## src/sv/wie_pkg.sv

```systemverilog
// ----------------------------------------------------------------------------
// wie_pkg: shared types and constants of the 802.11 element PHY-mode scanner
// Element ids, OUI filter values, verdict codes and the payload structs.
// ----------------------------------------------------------------------------
package wie_pkg;

  localparam int unsigned WIE_QUEUE_DEPTH = 4;

  // Element framing phase of the parser
  typedef enum logic [1:0] {
    PH_TYPE = 2'd0,
    PH_LEN  = 2'd1,
    PH_BODY = 2'd2
  } wie_phase_e;

  localparam logic [7:0] ID_ERP     = 8'd42;
  localparam logic [7:0] ID_HT_CAP  = 8'd45;
  localparam logic [7:0] ID_HT_INFO = 8'd61;
  localparam logic [7:0] ID_VENDOR  = 8'd221;

  localparam logic [23:0] OUI_SKIP_A = 24'h0050f2;
  localparam logic [23:0] OUI_SKIP_B = 24'h00904c;

  // Body index saturates at the vendor minimum; only the first three bytes form the OUI
  localparam logic [2:0] OUI_BYTES    = 3'd3;
  localparam logic [2:0] OUI_BODY_MIN = 3'd4;

  localparam logic [15:0] FREQ_SPLIT = 16'd3000;
  localparam logic [31:0] RATE_SPLIT = 32'd24000000;

  localparam logic [1:0] PHY_11A = 2'd0;
  localparam logic [1:0] PHY_11B = 2'd1;
  localparam logic [1:0] PHY_11G = 2'd2;
  localparam logic [1:0] PHY_11N = 2'd3;

  localparam logic KIND_OUI     = 1'b0;
  localparam logic KIND_VERDICT = 1'b1;

  typedef struct packed {
    logic [7:0]  ie_byte;
    logic        byte_valid;
    logic        last_byte;
    logic [15:0] freq_mhz;
    logic [31:0] top_rate_bps;
  } wie_in_t;

  typedef struct packed {
    logic        result_kind;
    logic [23:0] vendor_oui;
    logic [1:0]  phy_code;
    logic        from_elements;
    logic        last_result;
  } wie_out_t;

  // Work handed from the parser to the emitter: one or two results
  typedef struct packed {
    logic        has_oui;
    logic [23:0] oui;
    logic        has_verdict;
    logic [1:0]  phy_code;
    logic        from_elements;
  } wie_job_t;

  typedef struct packed {
    logic empty;
    logic full;
  } wie_q_stat_t;

  typedef struct packed {
    logic pop;
    logic pend;
  } wie_back_stat_t;

endpackage

```

## src/sv/wie_parser.sv

```systemverilog
// ----------------------------------------------------------------------------
// wie_parser: element list front end
// Follows type/length/body framing one byte per request, tracks ERP and HT
// flags and turns each request into a job when it yields any result.
// ----------------------------------------------------------------------------
module wie_parser (
  input  logic                clk_i,
  input  logic                rst_ni,
  input  logic                in_valid_i,
  output logic                in_ready_o,
  input  wie_pkg::wie_in_t    in_data_i,
  input  wie_pkg::wie_q_stat_t q_stat_i,
  output logic                job_valid_o,
  output wie_pkg::wie_job_t   job_o
);
  import wie_pkg::*;

  wie_phase_e  phase_q, phase_d;
  logic [7:0]  elem_type_q, elem_type_d;
  logic [7:0]  bytes_left_q, bytes_left_d;
  logic [2:0]  body_idx_q, body_idx_d;
  logic [23:0] oui_q, oui_d;
  logic        ht_q, ht_d;
  logic        erp_q, erp_d;

  logic        acc;
  logic        parse;
  logic        finish;
  logic        emit_oui;
  logic [1:0]  mode;
  logic        from_elem;

  assign in_ready_o = !q_stat_i.full;
  assign acc        = in_valid_i && in_ready_o;
  assign parse      = acc && in_data_i.byte_valid;

  // Next phase
  always_comb begin
    phase_d = phase_q;
    if (parse) begin
      unique case (phase_q)
        PH_LEN:  phase_d = (in_data_i.ie_byte == 8'd0) ? PH_TYPE : PH_BODY;
        PH_BODY: if (bytes_left_q == 8'd1) phase_d = PH_TYPE;
        default: phase_d = PH_LEN;
      endcase
    end
    if (acc && in_data_i.last_byte) phase_d = PH_TYPE;
  end

  // Element datapath and job build
  always_comb begin
    elem_type_d  = elem_type_q;
    bytes_left_d = bytes_left_q;
    body_idx_d   = body_idx_q;
    oui_d        = oui_q;
    ht_d         = ht_q;
    erp_d        = erp_q;
    finish       = 1'b0;
    emit_oui     = 1'b0;
    mode         = PHY_11A;
    from_elem    = 1'b1;

    if (parse) begin
      case (phase_q)
        PH_LEN: begin
          bytes_left_d = in_data_i.ie_byte;
          body_idx_d   = 3'd0;
          oui_d        = 24'd0;
          finish       = (in_data_i.ie_byte == 8'd0);
        end
        PH_BODY: begin
          if (body_idx_q < OUI_BYTES) oui_d = {oui_q[15:0], in_data_i.ie_byte};
          if (body_idx_q < OUI_BODY_MIN) body_idx_d = body_idx_q + 3'd1;
          bytes_left_d = bytes_left_q - 8'd1;
          finish       = (bytes_left_q == 8'd1);
        end
        default: elem_type_d = in_data_i.ie_byte;
      endcase
    end

    if (finish) begin
      if (elem_type_q == ID_ERP) begin
        erp_d = 1'b1;
      end else if (elem_type_q == ID_HT_CAP || elem_type_q == ID_HT_INFO) begin
        ht_d = 1'b1;
      end else if (elem_type_q == ID_VENDOR && body_idx_d >= OUI_BODY_MIN) begin
        emit_oui = (oui_d != OUI_SKIP_A) && (oui_d != OUI_SKIP_B);
      end
    end

    if (ht_d) begin
      mode = PHY_11N;
    end else if (erp_d) begin
      mode = PHY_11G;
    end else begin
      from_elem = 1'b0;
      if (in_data_i.freq_mhz < FREQ_SPLIT) begin
        mode = (in_data_i.top_rate_bps < RATE_SPLIT) ? PHY_11B : PHY_11G;
      end else begin
        mode = PHY_11A;
      end
    end

    job_o.has_oui       = emit_oui;
    job_o.oui           = oui_d;
    job_o.has_verdict   = in_data_i.last_byte;
    job_o.phy_code      = mode;
    job_o.from_elements = from_elem;
    job_valid_o         = acc && (emit_oui || in_data_i.last_byte);

    // End of list: start the next one from scratch
    if (acc && in_data_i.last_byte) begin
      elem_type_d  = 8'd0;
      bytes_left_d = 8'd0;
      body_idx_d   = 3'd0;
      oui_d        = 24'd0;
      ht_d         = 1'b0;
      erp_d        = 1'b0;
    end
  end

  always_ff @(posedge clk_i or negedge rst_ni) begin
    if (!rst_ni) begin
      phase_q      <= PH_TYPE;
      elem_type_q  <= 8'd0;
      bytes_left_q <= 8'd0;
      body_idx_q   <= 3'd0;
      oui_q        <= 24'd0;
      ht_q         <= 1'b0;
      erp_q        <= 1'b0;
    end else begin
      phase_q      <= phase_d;
      elem_type_q  <= elem_type_d;
      bytes_left_q <= bytes_left_d;
      body_idx_q   <= body_idx_d;
      oui_q        <= oui_d;
      ht_q         <= ht_d;
      erp_q        <= erp_d;
    end
  end

endmodule

```

## src/sv/wie_queue.sv

```systemverilog
// ----------------------------------------------------------------------------
// wie_queue: job queue between parser and emitter
// Small register FIFO so that each side can stall on its own.
// ----------------------------------------------------------------------------
module wie_queue #(
  parameter int unsigned Depth = wie_pkg::WIE_QUEUE_DEPTH
) (
  input  logic                 clk_i,
  input  logic                 rst_ni,
  input  logic                 push_i,
  input  wie_pkg::wie_job_t    push_data_i,
  input  logic                 pop_i,
  output wie_pkg::wie_job_t    head_o,
  output wie_pkg::wie_q_stat_t stat_o
);
  import wie_pkg::*;

  localparam int unsigned PtrW = (Depth > 1) ? $clog2(Depth) : 1;
  localparam int unsigned CntW = $clog2(Depth + 1);
  localparam logic [PtrW-1:0] PtrLast = PtrW'(Depth - 1);
  localparam logic [CntW-1:0] CntFull = CntW'(Depth);

  wie_job_t        mem_q [Depth];
  logic [PtrW-1:0] wr_ptr_q, wr_ptr_d;
  logic [PtrW-1:0] rd_ptr_q, rd_ptr_d;
  logic [CntW-1:0] count_q, count_d;

  assign stat_o.empty = (count_q == '0);
  assign stat_o.full  = (count_q == CntFull);
  assign head_o       = mem_q[rd_ptr_q];

  always_comb begin
    wr_ptr_d = wr_ptr_q;
    rd_ptr_d = rd_ptr_q;
    count_d  = count_q;
    if (push_i) wr_ptr_d = (wr_ptr_q == PtrLast) ? '0 : wr_ptr_q + 1'b1;
    if (pop_i)  rd_ptr_d = (rd_ptr_q == PtrLast) ? '0 : rd_ptr_q + 1'b1;
    if (push_i && !pop_i) begin
      count_d = count_q + 1'b1;
    end else if (pop_i && !push_i) begin
      count_d = count_q - 1'b1;
    end
  end

  always_ff @(posedge clk_i or negedge rst_ni) begin
    if (!rst_ni) begin
      wr_ptr_q <= '0;
      rd_ptr_q <= '0;
      count_q  <= '0;
    end else begin
      wr_ptr_q <= wr_ptr_d;
      rd_ptr_q <= rd_ptr_d;
      count_q  <= count_d;
    end
  end

  always_ff @(posedge clk_i) begin
    if (push_i) mem_q[wr_ptr_q] <= push_data_i;
  end

endmodule

```

## src/sv/wie_emitter.sv

```systemverilog
// ----------------------------------------------------------------------------
// wie_emitter: result back end
// Pops jobs and drives the registered result port; a job with an OUI report
// and a verdict holds the verdict back for the following slot.
// ----------------------------------------------------------------------------
module wie_emitter (
  input  logic                    clk_i,
  input  logic                    rst_ni,
  input  wie_pkg::wie_job_t       job_i,
  input  wie_pkg::wie_q_stat_t    q_stat_i,
  output wie_pkg::wie_back_stat_t stat_o,
  output logic                    out_valid_o,
  input  logic                    out_ready_i,
  output wie_pkg::wie_out_t       out_data_o
);
  import wie_pkg::*;

  logic     out_valid_q, out_valid_d;
  wie_out_t out_q, out_d;
  logic     pend_q, pend_d;
  wie_out_t vrd_q, vrd_d;
  wie_out_t job_oui;
  wie_out_t job_vrd;
  logic     load;

  assign load        = !out_valid_q || out_ready_i;
  assign stat_o.pop  = load && !pend_q && !q_stat_i.empty;
  assign stat_o.pend = pend_q;
  assign out_valid_o = out_valid_q;
  assign out_data_o  = out_q;

  always_comb begin
    job_oui.result_kind   = KIND_OUI;
    job_oui.vendor_oui    = job_i.oui;
    job_oui.phy_code      = PHY_11A;
    job_oui.from_elements = 1'b0;
    job_oui.last_result   = 1'b0;

    job_vrd.result_kind   = KIND_VERDICT;
    job_vrd.vendor_oui    = 24'd0;
    job_vrd.phy_code      = job_i.phy_code;
    job_vrd.from_elements = job_i.from_elements;
    job_vrd.last_result   = 1'b1;
  end

  always_comb begin
    out_d       = out_q;
    out_valid_d = out_valid_q && !out_ready_i;
    pend_d      = pend_q;
    vrd_d       = vrd_q;
    if (load) begin
      if (pend_q) begin
        out_d       = vrd_q;
        out_valid_d = 1'b1;
        pend_d      = 1'b0;
      end else if (!q_stat_i.empty) begin
        out_valid_d = 1'b1;
        if (job_i.has_oui) begin
          out_d  = job_oui;
          pend_d = job_i.has_verdict;
          vrd_d  = job_vrd;
        end else begin
          out_d = job_vrd;
        end
      end
    end
  end

  always_ff @(posedge clk_i or negedge rst_ni) begin
    if (!rst_ni) begin
      out_valid_q <= 1'b0;
      pend_q      <= 1'b0;
    end else begin
      out_valid_q <= out_valid_d;
      pend_q      <= pend_d;
    end
  end

  always_ff @(posedge clk_i) begin
    out_q <= out_d;
    vrd_q <= vrd_d;
  end

endmodule

```

## src/sv/wifi_ie_phy_mode_scanner_unit.sv

```systemverilog
// ----------------------------------------------------------------------------
// wifi_ie_phy_mode_scanner_unit: 802.11 element list PHY-mode scanner
// Parses information elements byte by byte, reports vendor OUIs and gives
// the PHY mode at the end of each list.
//
//   channel | direction | handshake             | payload
//   in      | input     | in_valid_i/in_ready_o | in_data_i  (wie_in_t)
//   out     | output    | out_valid_o/out_ready_i | out_data_o (wie_out_t)
//
// One byte is accepted per cycle while the job queue is not full; the parser
// state updates in the cycle the byte is taken. A result shows at the output
// register at the edge that pops its job from the job queue. A byte that ends
// a vendor element with a reported OUI and is the last byte of a list yields
// two results and takes two output slots. Output stalls back up into the job
// queue (QueueDepth jobs) then drop in_ready_o. Reset clears all parse state at once.
// ----------------------------------------------------------------------------
module wifi_ie_phy_mode_scanner_unit #(
  parameter int unsigned QueueDepth = wie_pkg::WIE_QUEUE_DEPTH
) (
  input  logic              clk_i,
  input  logic              rst_ni,
  input  logic              in_valid_i,
  output logic              in_ready_o,
  input  wie_pkg::wie_in_t  in_data_i,
  output logic              out_valid_o,
  input  logic              out_ready_i,
  output wie_pkg::wie_out_t out_data_o
);
  import wie_pkg::*;

  logic           job_valid;
  wie_job_t       job;
  wie_job_t       head;
  wie_q_stat_t    q_stat;
  wie_back_stat_t back_stat;

  wie_parser u_parser (
    .clk_i       (clk_i),
    .rst_ni      (rst_ni),
    .in_valid_i  (in_valid_i),
    .in_ready_o  (in_ready_o),
    .in_data_i   (in_data_i),
    .q_stat_i    (q_stat),
    .job_valid_o (job_valid),
    .job_o       (job)
  );

  wie_queue #(
    .Depth (QueueDepth)
  ) u_queue (
    .clk_i       (clk_i),
    .rst_ni      (rst_ni),
    .push_i      (job_valid),
    .push_data_i (job),
    .pop_i       (back_stat.pop),
    .head_o      (head),
    .stat_o      (q_stat)
  );

  wie_emitter u_emitter (
    .clk_i       (clk_i),
    .rst_ni      (rst_ni),
    .job_i       (head),
    .q_stat_i    (q_stat),
    .stat_o      (back_stat),
    .out_valid_o (out_valid_o),
    .out_ready_i (out_ready_i),
    .out_data_o  (out_data_o)
  );

  // Every accepted end of list must leave a verdict job behind
  a_last_pushes: assert property (@(posedge clk_i) disable iff (!rst_ni)
    (in_valid_i && in_ready_o && in_data_i.last_byte) |-> job_valid)
    else $error("end of list accepted without a queued job");

  a_pop_nonempty: assert property (@(posedge clk_i) disable iff (!rst_ni)
    back_stat.pop |-> !q_stat.empty)
    else $error("job queue popped while empty");

  // A held verdict only ever sits behind a shown OUI report
  a_pend_behind_oui: assert property (@(posedge clk_i) disable iff (!rst_ni)
    back_stat.pend |-> (out_valid_o && out_data_o.result_kind == KIND_OUI))
    else $error("verdict held without an OUI report in front");

endmodule
```

## config.mk

```make
export PLATFORM = sky130hd
export DESIGN_NAME = wifi_ie_phy_mode_scanner_unit
export DESIGN_NICKNAME = d
export VERILOG_FILES = /design/src/sv/wie_pkg.sv /design/src/sv/wie_parser.sv /design/src/sv/wie_queue.sv /design/src/sv/wie_emitter.sv /design/src/sv/wifi_ie_phy_mode_scanner_unit.sv
export SDC_FILE = /design/constraint.sdc
export NUM_CORES = 1
export LEC_CHECK = 0
export ABC_AREA = 1
export BUFFER_PORTS_ARGS = -buffer_cell sky130_fd_sc_hd__buf_4
export CORE_MARGIN = 5
export CORE_UTILIZATION = 59
export CTS_CLUSTER_SIZE = 10
export DETAILED_ROUTE_END_ITERATION = 10
export GPL_TIMING_DRIVEN = 0
export PLACE_DENSITY_LB_ADDON = 0.3
export SLEW_MARGIN = 20
export SYNTH_ARGS = -nofsm -noshare
export SYNTH_HDL_FRONTEND = slang
export SYNTH_HIERARCHICAL = 1
export SYNTH_SLANG_ARGS = --single-unit
```

## constraint.sdc

```tcl
create_clock -name clk_i -period 3.6 [get_ports clk_i]
set_clock_uncertainty 0.05 [all_clocks]
set_input_delay 0.36 -clock clk_i [delete_from_list [all_inputs] [get_ports clk_i]]
set_output_delay 0.36 -clock clk_i [all_outputs]
set_load 0.005 [all_outputs]
```

# Yosys cells after proc, flatten, opt, wreduce, memory -nomap -nowiden
# Memory sizes are Yosys's and may differ from the RTL's.
# Index checks and enable logic that the tools add are counted.
# op_classes
n_mux	53
reduce_logical	32
addsub	6
bitwise	2
eq_ne	15
magnitude_cmp	5
# op_table
cell	n
two-way mux 24 bit	3
two-way mux 29 bit	2
case mux 24 bit (2 select lines)	1
two-way mux 8 bit	5
less-than comparator 32 x 25 -> 1 bit (second input constant)	1
== test 8 x 6 -> 1 bit (second input constant)	3
inequality test 24 x 15 -> 1 bit (second input constant)	1
inequality test 24 x 16 -> 1 bit (second input constant)	1
two-way mux 1 bit	22
two-way mux 2 bit	10
less-than comparator 16 x 12 -> 1 bit (second input constant)	1
case mux 8 bit (2 select lines)	1
two-way mux 3 bit	5
logical AND 1 bit	11
== test 8 x 1 -> 1 bit (second input constant)	1
== test 8 bit (second input constant)	1
zero test 8 bit	1
AND reduction 2 bit	4
subtractor 8 x 1 -> 8 bit (second input constant)	1
zero test 1 bit	7
adder 3 x 1 -> 3 bit (second input constant)	2
== test 2 bit (second input constant)	3
case mux 3 bit (2 select lines)	1
adder 2 x 1 -> 2 bit (second input constant)	2
other kinds (19)	23
# word_totals
in_bits	62
memories	1
word_cells	133
out_inout_bits	31
ramBits	116
ff_bits	88
# memory_table
name	depth	word_bits	rd	rd_ports_with_merged_regs	wr	line_no	source
u_queue.mem_q	4	29	1	0	1	wie_queue.sv:23	wie_job_t mem_q [Depth];

# Longest topological paths before layout
# depth
ltp_word	17
ltp_mapped	25
mapped_depth_nobuf	24

# Hierarchy
# Netlist, hierarchy kept.
# modules_own_cells
mod	cells_each	n_inst	seq_area_each_um2	area_each_um2
wie_queue	389	1	3658.5	5153.7
wie_parser	440	1	1176.1	2996.6
wie_emitter	112	1	980.9	1316.3

# Worst setup path after synthesis
# Ideal clock, no wire load.
# synth_path
path_type	register -> register
from	register u_parser.phase_q[0]
to	memory u_queue/mem_q[3][0] (netlist name), enable pin
n_path_buf	1
arrival_ps	2468
path_slack_ps	698
setup_time_ps	384
stages_incl_launch_ff	17
synth_period_minus_slack_ps	2902
required_ps	3166
path_cell_list	dfrtp_1 inv_1 ha_1 nor2_8 nand2_4 buf_4 nand2_1 nand2_1 nand2_1 nor2_1 nand3_1 nand2_1 nand2_1 nand2_1 nand2_1 nand2_1 inv_1
# synth_via
elab_chain_len	13
elab_cells_between_ends	21
cone_classes	order compare: 1; eq/ne: 4; mux: 12; reduce/logical: 4
# synth_rtl
element	line_no	source
start: declaration	wie_parser.sv:18	wie_phase_e phase_q, phase_d;
start signal: assignment	wie_parser.sv:132	phase_q <= phase_d;
== test 2 bit / == test 2 x 1 -> 1 bit (equally long branches)	wie_parser.sv:64	case (phase_q)
case mux 3 bit (2 select lines) / case mux 24 bit (2 select lines) (equally long branches)	wie_parser.sv:64	
two-way mux 3 bit / two-way mux 24 bit (equally long branches)	wie_parser.sv:63	if (parse) begin
greater-or-equal comparator 3 bit, or another cell as far along	wie_parser.sv:86	end else if (elem_type_q == ID_VENDOR && body_idx_d >= OUI_BODY_MIN) begin
logical AND 1 bit, on equally long branches	wie_parser.sv:86, wie_parser.sv:87	
two-way mux 1 bit	wie_parser.sv:86	
two-way mux 1 bit	wie_parser.sv:84	end else if (elem_type_q == ID_HT_CAP || elem_type_q == ID_HT_INFO) begin
two-way mux 1 bit	wie_parser.sv:82	if (elem_type_q == ID_ERP) begin
two-way mux 1 bit (*)	wie_parser.sv:81	if (finish) begin
logical OR 1 bit (*)	wie_parser.sv:109	job_valid_o = acc && (emit_oui || in_data_i.last_byte);
logical AND 1 bit (*)	wie_parser.sv:109	
named net job_valid	wifi_ie_phy_mode_scanner_unit.sv:31	logic job_valid;
two-way mux 1 bit (*)	wie_queue.sv:58	if (push_i) mem_q[wr_ptr_q] <= push_data_i;
two-way mux 1 bit (not written as such) (*)	wie_queue.sv:58	
end: declaration	wie_queue.sv:23	
# The timed path passes the listed nets; every way through them passes the cells marked *.

# Worst setup path after layout
# layout_path
from	register u_parser.phase_q[0]
to	register u_queue.count_q[1]
# layout_via
elab_cells_between_ends	24
cone_classes	order compare: 1; eq/ne: 4; mux: 11; reduce/logical: 8
# layout_rtl
element	line_no	source
== test 2 bit / == test 2 x 1 -> 1 bit (equally long branches)	wie_parser.sv:64	
case mux 3 bit (2 select lines) / case mux 24 bit (2 select lines) (equally long branches)	wie_parser.sv:64	
two-way mux 3 bit / two-way mux 24 bit (equally long branches)	wie_parser.sv:63	
greater-or-equal comparator 3 bit, or another cell as far along	wie_parser.sv:86	
logical AND 1 bit, on equally long branches	wie_parser.sv:86, wie_parser.sv:87	
two-way mux 1 bit	wie_parser.sv:86	
two-way mux 1 bit	wie_parser.sv:84	
two-way mux 1 bit	wie_parser.sv:82	
two-way mux 1 bit (*)	wie_parser.sv:81	
logical OR 1 bit (*)	wie_parser.sv:109	
logical AND 1 bit (*)	wie_parser.sv:109	
named net job_valid	wifi_ie_phy_mode_scanner_unit.sv:31	
logical AND 1 bit (*)	wie_queue.sv:38	if (push_i && !pop_i) begin
two-way mux 3 bit (*)	wie_queue.sv:38	
named net u_queue.count_d[1]	wie_queue.sv:26	logic [CntW-1:0] count_q, count_d;
end signal: assignment	wie_queue.sv:53	count_q <= count_d;
end: declaration	wie_queue.sv:26	
# Marked as above.
# A chain may end at the register's enable or synchronous reset.

==> flow_metrics.tcl <==
set metrics [dict create \
    startpoint_type "flip-flop" \
    required_ns 3.93 \
    cts_tree "yes" \
    final_cell_count_no_fill 1281 \
    fmax_mhz 295 \
    avgRoutedWirePerCell_um 15.9 \
    drc_errors 0 \
    ys_warn_count 6 \
    critPathCaptureType "flip-flop" \
    rsz0062_at_grt "false" \
    dp_hpwl_um 13600 \
    use_met2_pct 38.7 \
    dr.first_iter.drc_count 514 \
    overflow 0 \
    avgSynthCellArea_um2 10.1 \
    drt-pass1-iter-count 5 \
    arrival_ns 3.72 \
    grt_start_max_net_pins 57 \
    grt_pass1_wl_um 33000 \
    cp_max_fo 10 \
    grt_pass1_vias 6572 \
    place_area_um2 10300 \
    hold_class "in -> reg" \
    drive_above_1_share_pct 18.9 \
    worst_pin_slew_ns 0.965 \
    antenna_left 0 \
    grt_usage_pct 22.6 \
    dpl.cell_count 1236 \
    period_needed_ns 3.39 \
    peakVddDrop_v 0.000535 \
    numCtsBuffers 24 \
    rr_startpoint "u_parser/phase_q[0]" \
    clockBufferDepth 3 \
    insertion_delay_ns 0.50 \
    maxCapViolCount 0 \
    final_util_pct 70.0 \
    syn_inst 940 \
    die_area_um2 18700 \
    grt_use_met1_pct 29.5 \
    syn_nets 1014 \
    start_util_pct 59.8 \
    leakage_nw 5.25 \
    vias 6726 \
    htree_num_levels 1 \
    syn_area_um2 9460 \
    die_w_um 137 \
    antenna_found_initial 0 \
    grt.busiest_layer "met2" \
    cp-endpoint "u_queue/count_q[1]" \
    status "completed" \
    grtUsageMet3_pct 2.98 \
    syn_to_final_growth_pct 17.2 \
    path_clk_slew_ns 0.05 \
    root_buffer "clkbuf_16" \
    finalWirelength_um 20400 \
    r2r-end "u_queue/count_q[1]" \
    hold_violations 0 \
    die_h_um 137 \
    fin_crit_sh_pct 94.2 \
    power.density_nw_per_um2 849 \
    setup-violations-final 0 \
    r2r_cells 18 \
    postLayoutCellArea_um2 11100 \
    clock-sinks 203 \
    nets 1121 \
    antenna_cells 0 \
    rows 46 \
    slew_viol_final 0 \
    coreArea_um2 15800 \
    critPathKind "reg -> reg" \
    via_per_inst 5.25 \
    slew_headroom_pct 35.3 \
    io_pins 93 \
    cts_setup_buffers 0 \
    gp_congestion 0.873 \
    tns_ns 0 \
    startpoint "u_parser/phase_q[0]" \
    reg2reg_slack_ns 0.21 \
    io_buffers 80 \
]
report_power, final:
part / total, mW / switching (mW) / internal [mW]
Clock: 2.23 / 0.856 / 1.38
Sequential: 3.72 / 0.265 / 3.46
Combinational: 3.45 / 2.28 / 1.18
layer usage:
layer  up-vias  wire (um)
met5         -          0
met4         0        707
met3        48       1180
met2       238      10200
met1      3173       8380
li1       3267          -
critical path, stage by stage, from the launching register on:
cell     delay, ns
dfrtp_1       0.37
inv_1         0.05
ha_1          0.39
nor2_8        0.21
buf_4         0.21
nand2_1       0.06
nand2_1       0.16
nand2_1       0.10
nor2_1        0.10
nand2_1       0.06
nor2_1        0.18
nand2_1       0.11
nand2_1       0.12
nand2_1       0.18
ha_1          0.28
inv_1         0.09
fa_1          0.42
nand2_1       0.08
nand2_1       0.05
cells in the final DEF, fill, tap and decap left out, drive strengths merged:
master,n
bufinv,1
nand4,9
buf,112
ha,11
nand3,19
fa,1
o211ai,60
o21ai,55
o31ai,2
o22ai,11
a21oi,7
clkbuf,47
or2,1
edfxtp,147
o221ai,1
nor3,4
inv,198
and3,1
nand2,228
clkinv,1
xnor2,1
a21bo,1
a31oi,2
xor2,2
nor4,5
nor2,79
dfrtp,56
dlygate4sd3,1
a31o,2
stage by stage:
| stage | setup slack (ns) | power [mW] | hold WS, ns |
|---|---|---|---|
| floorplan | 0.698 | 6.01 | 0.0144 |
| global placement | -0.162 | 7.05 | 0.413 |
| detailed placement | 0.254 | 7.17 | 0.419 |
| CTS | 0.251 | 9.43 | 0.107 |
| global route | 0.00144 | 10.0 | 0.120 |
| finish | 0.208 | 9.41 | 0.121 |
sequential cells by signal, summed over array words and instances, names as in the netlist:
| signal | count |
|---|---|
| u_emitter/out_valid_o | 1 |
| u_parser/oui_q | 24 |
| u_emitter/out_data_o | 28 |
| u_emitter/vrd_q | 3 |
| u_parser/erp_q | 1 |
| u_queue/rd_ptr_q | 2 |
| u_parser/phase_q | 2 |
| u_parser/body_idx_q | 3 |
| u_queue/count_q | 3 |
| u_parser/elem_type_q | 8 |
| u_parser/bytes_left_q | 8 |
| u_parser/ht_q | 1 |
| u_emitter/pend_q | 1 |
| u_queue/wr_ptr_q | 2 |
| u_queue/mem_q | 116 |
how the worst min path moves through the flow:
stage,from,to,slack [ns],depth (start not counted)
6_report,in_data_i[48],u_queue/mem_q[0][3],0.12,2
5_1_grt,in_data_i[48],u_queue/mem_q[3][3],0.12,2
4_1_cts,in_data_i[48],u_queue/mem_q[3][3],0.11,2
3_5_place_dp,rst_ni,u_queue/count_q[2],0.42,1
3_3_place_gp,rst_ni,u_queue/count_q[2],0.41,1
2_1_floorplan,rst_ni,u_emitter/out_valid_o,0.01,0
repair_timing:
action,CTS,global route
endpoints found under the hold margin,56,0
hold buffers,1,0
gates resized for setup,0,3
endpoints found under the setup margin,0,88
final cells by class:
class,instances,area [um2]
sequential,203,5820
tap,216,270
timing repair buffer,81,611
clock buffer,43,703
multi-input combinational,502,2670
buffer,36,236
clock inverter,1,30.0
inverter,199,747
fill,1143,4750
Power figures use the tool's default switching activity.
